File: src/rtl/ffa_ram.sv
// Generic simple dual-port RAM: one write port, one read port, registered read.
// No dependencies.
`default_nettype none

module ffa_ram #(
    parameter int WIDTH = 8,
    parameter int DEPTH = 16
) (
    input  wire logic                     i_clk,
    input  wire logic                     i_we,
    input  wire logic [$clog2(DEPTH)-1:0] i_waddr,
    input  wire logic [WIDTH-1:0]         i_wdata,
    input  wire logic [$clog2(DEPTH)-1:0] i_raddr,
    output logic      [WIDTH-1:0]         o_rdata
);

    logic [WIDTH-1:0] r_mem [DEPTH];

    always_ff @(posedge i_clk) begin
        if (i_we) begin
            r_mem[i_waddr] <= i_wdata;
        end
        o_rdata <= r_mem[i_raddr];
    end

endmodule

`default_nettype wire

File: config.mk
export PLATFORM = sky130hd
export DESIGN_NAME = ffa_ram
export DESIGN_NICKNAME = d
export VERILOG_FILES = /design/src/rtl/ffa_ram.sv
export SDC_FILE = /design/constraint.sdc
export NUM_CORES = 1
export LEC_CHECK = 0
export BUFFER_PORTS_ARGS = -buffer_cell sky130_fd_sc_hd__clkbuf_2
export CORE_ASPECT_RATIO = 2
export CORE_UTILIZATION = 45
export CTS_CLUSTER_DIAMETER = 150
export DETAILED_ROUTE_END_ITERATION = 10
export GPL_TIMING_DRIVEN = 0
export PLACE_DENSITY = 0.59
export SYNTH_ARGS = -nofsm -noshare
export SYNTH_HDL_FRONTEND = slang
export SYNTH_SLANG_ARGS = --single-unit
File: constraint.sdc
create_clock -name i_clk -period 1.66 [get_ports i_clk]
set_input_delay 0 -clock i_clk [delete_from_list [all_inputs] [get_ports i_clk]]
set_output_delay 0 -clock i_clk [all_outputs]
set_load 0.02 [all_outputs]
==> flow_summary.toml <==
[placement]
dp.cells = 393
io_buffers = 24
gp_congestion = 0.8030
placed_area_um2 = 5443
hpwl_mm = 6.575

[final_layout]
layout.nets = 292
stdcell_count = 426
diodes = 0
final_layout_size_suffix_gt1_share_pct = 29.37
final_core_util_pct = 55.52
final_cell_area_um2 = 6115
syn2layout_area_growth_pct = 18.79
fillers = 836

[die]
die_w_um = 77.63
floorplan.initialDensity_pct = 46.74
rows = 54
core_um2 = 11010
ioPinCount = 26
die_h_um = 153.3
die_area_um2 = 11900

[detailed_routing]
wl_per_cell_um = 23.46
drt-initial-drc-count = 153
detail_route.vias_per_cell = 5.596
via_count = 2384
ant_nets = 0
wl_mm = 9.995
route.detailed.drc = 0
first_pass_iters = 5

[logic_synthesis]
yosysSeqAreaShare_pct = 77.78
syn_avg_cell_area_um2 = 22.48
dominantRegCellSynth = "edfxtp_1"
synth-edff-count = 128
synth.distinct_cells = 19
ys_warn_count = 0
synth_common_cells = "edfxtp_1, mux4_2, a22oi_1"
syn-num-nets = 247
synth_area_leaders = "edfxtp_1, mux4_2, mux4_1"
ys_seq_elements = 136
syn_inst = 229
synth.top_cell.area_share_pct = 74.67
synth_most_common_cell = "edfxtp_1"
synthesis.area_um2 = 5147
yosysTopAreaCell = "edfxtp_1"
async_flop_share_pct = 0

[clock_network]
cts_tree = "built"
htreeDepth = 4
post_cts_buffers = 0
clk_pin_slew_ns = 0.06
cts_hold_buf = 0
cts_max_path_buffers = 2
cts_root_buf = "clkbuf_16"
cts.sinks = 136
insertion_delay_ns = 0.41
cts_inserted_buffers = 17

[timing]
slew_violations = 0
relSlewSlack_pct = 12.86
clock_skew_ns = 0.006740
period_share_pct = 87.65
setup_viol = 0
setup_tns_ns = 0
worst_pin_slew_ns = 1.297
max_freq_mhz = 687.3
rsz0062_at_grt = "false"
post-route-min-period_ns = 1.455
hold_viol_final = 0

[global_routing]
grt-ovfl-total = 0
antenna_found_initial = 0
grt_pass1_wl_mm = 15.04
grt_usage_pct = 18.52
grt_max_degree = 17
grt_pass1_vias = 2406

[critical_path]
worstPathRequired_ns = 1.95
crit_start = "r_mem[1][3]$_DFFE_PP_"
reg2reg_slack_ns = 0.21
critPathMaxFanout = 1
worstSetupEndpoint = "o_rdata[3]$_DFF_P_"
crit_type = "reg -> reg"
reg2reg_to = "o_rdata[3]$_DFF_P_"
worst_setup_path_start_kind = "flop"
end_kind = "flop"
arrival_ns = 1.74
r2r_cells = 3
r2r_start = "r_mem[1][3]$_DFFE_PP_"

[run_status]
outcome = "completed"

[power_and_ir_drop]
seqPwrFrac_pct = 46.1
switchingPower_mw = 1.590
power.total_mw = 8.378
p_sw_share_pct = 18.98
power.internal_mw = 6.788
combPwrFrac_pct = 4.7
p_leak_nw = 2.066
clkPwrFrac_pct = 49.3
power.density_nw_per_um2 = 1370
irDropWorstVdd_mv = 0.8850

[job]
cap_viol_max_count = 0

[min_path]
min_path_type = "in -> reg"
-- sequential cells by signal, indices dropped and copies added, names as in the netlist --
| signal | cells |
|---|---|
| r_mem | 128 |
| o_rdata | 8 |
-- logic make-up after synthesis --
logic type | after synthesis | share of synthesized area (%)
buffers and inverters | 10 | 1.677
flip-flops | 136 | 77.78
AND/OR/NAND/NOR | 35 | 3.184
AO/OA/AOI/OAI | 16 | 2.334
multiplexers | 32 | 15.02
-- critical path, stage by stage (launching register included) --
cell	delay, ns
edfxtp_1	0.35
mux4_1	0.57
a22oi_1	0.33
nand2_1	0.08
-- placed cells by master (no fill, tap or decap), types with 2 or more instances in the layout --
cell type	n
mux4_1	14
mux4_2	18
nor2_1	13
buf_6	3
buf_2	4
clkinv_1	3
nand2b_1	2
edfxtp_1	128
a22oi_1	16
clkbuf_16	17
nand2_1	9
nand3b_1	2
clkinvlp_4	2
dfxtp_1	8
bufinv_16	6
nor3_1	3
clkbuf_2	24
clkdlybuf4s25_2	3
-- metrics by stage --
step           setup WS (ns)  hold WS [ns]
2_1_floorplan         0.1671       0.09887
3_3_place_gp         -0.4389        0.4160
3_5_place_dp         -0.5029        0.4174
4_1_cts               0.2154       0.05204
5_1_grt               0.1911       0.06435
6_report              0.2050       0.05864
-- power by group through the flow --
stage	sequential, mW	clock, mW	combinational, mW
final	3.86	4.13	0.392
after global routing	3.86	4.37	0.423
after CTS	3.86	4.19	0.400
after detailed placement	3.93	0	0.399
after global placement	3.93	0	0.391
after floorplan	3.96	0	0.195
-- final cells by class --
class                   instances  area (um2)  area share [%]
flip-flops and latches        136        4004           65.48
multi-input cells              83        1062           17.37
clock buffers                  17       425.4           6.957
clock inverters                14       229.0           3.745
well taps                     140       175.2           2.865
repair buffers                 26       132.6           2.169
plain buffers                  10       86.33           1.412
-- worst min-delay path by stage --
stage                       startpoint                    end  slack, ns  cells after the start
finish                      i_wdata[6]  r_mem[6][6]$_DFFE_PP_       0.06                      1
CTS                         i_wdata[6]  r_mem[7][6]$_DFFE_PP_       0.05                      1
global placement    o_rdata[7]$_DFF_P_             o_rdata[7]       0.42                      1
floorplan                   i_wdata[0]  r_mem[0][0]$_DFFE_PP_        0.1                      0
detailed placement  o_rdata[7]$_DFF_P_             o_rdata[7]       0.42                      1
global route                i_wdata[6]  r_mem[7][6]$_DFFE_PP_       0.06                      1
-- repair_timing --
| item | 4_1_cts | 5_1_grt |
|---|---|---|
| gates resized for setup | 1 | 0 |
| hold endpoints to repair | 0 | 0 |
| setup endpoints to repair | 8 | 0 |
-- metal layers --
metal / routed length (um) / part of all wire (%) / vias up / GRT usage, %
met5: 0 / 0 / - / 0
met4: 265 / 2.7 / 0 / 10.15
met3: 388 / 3.9 / 12 / 4.000
met2: 5489 / 55 / 77 / 31.10
met1: 3853 / 39 / 1231 / 21.90
li1: - / - / 1064 / -
Note: power is estimated with default switching activity, not from simulation.
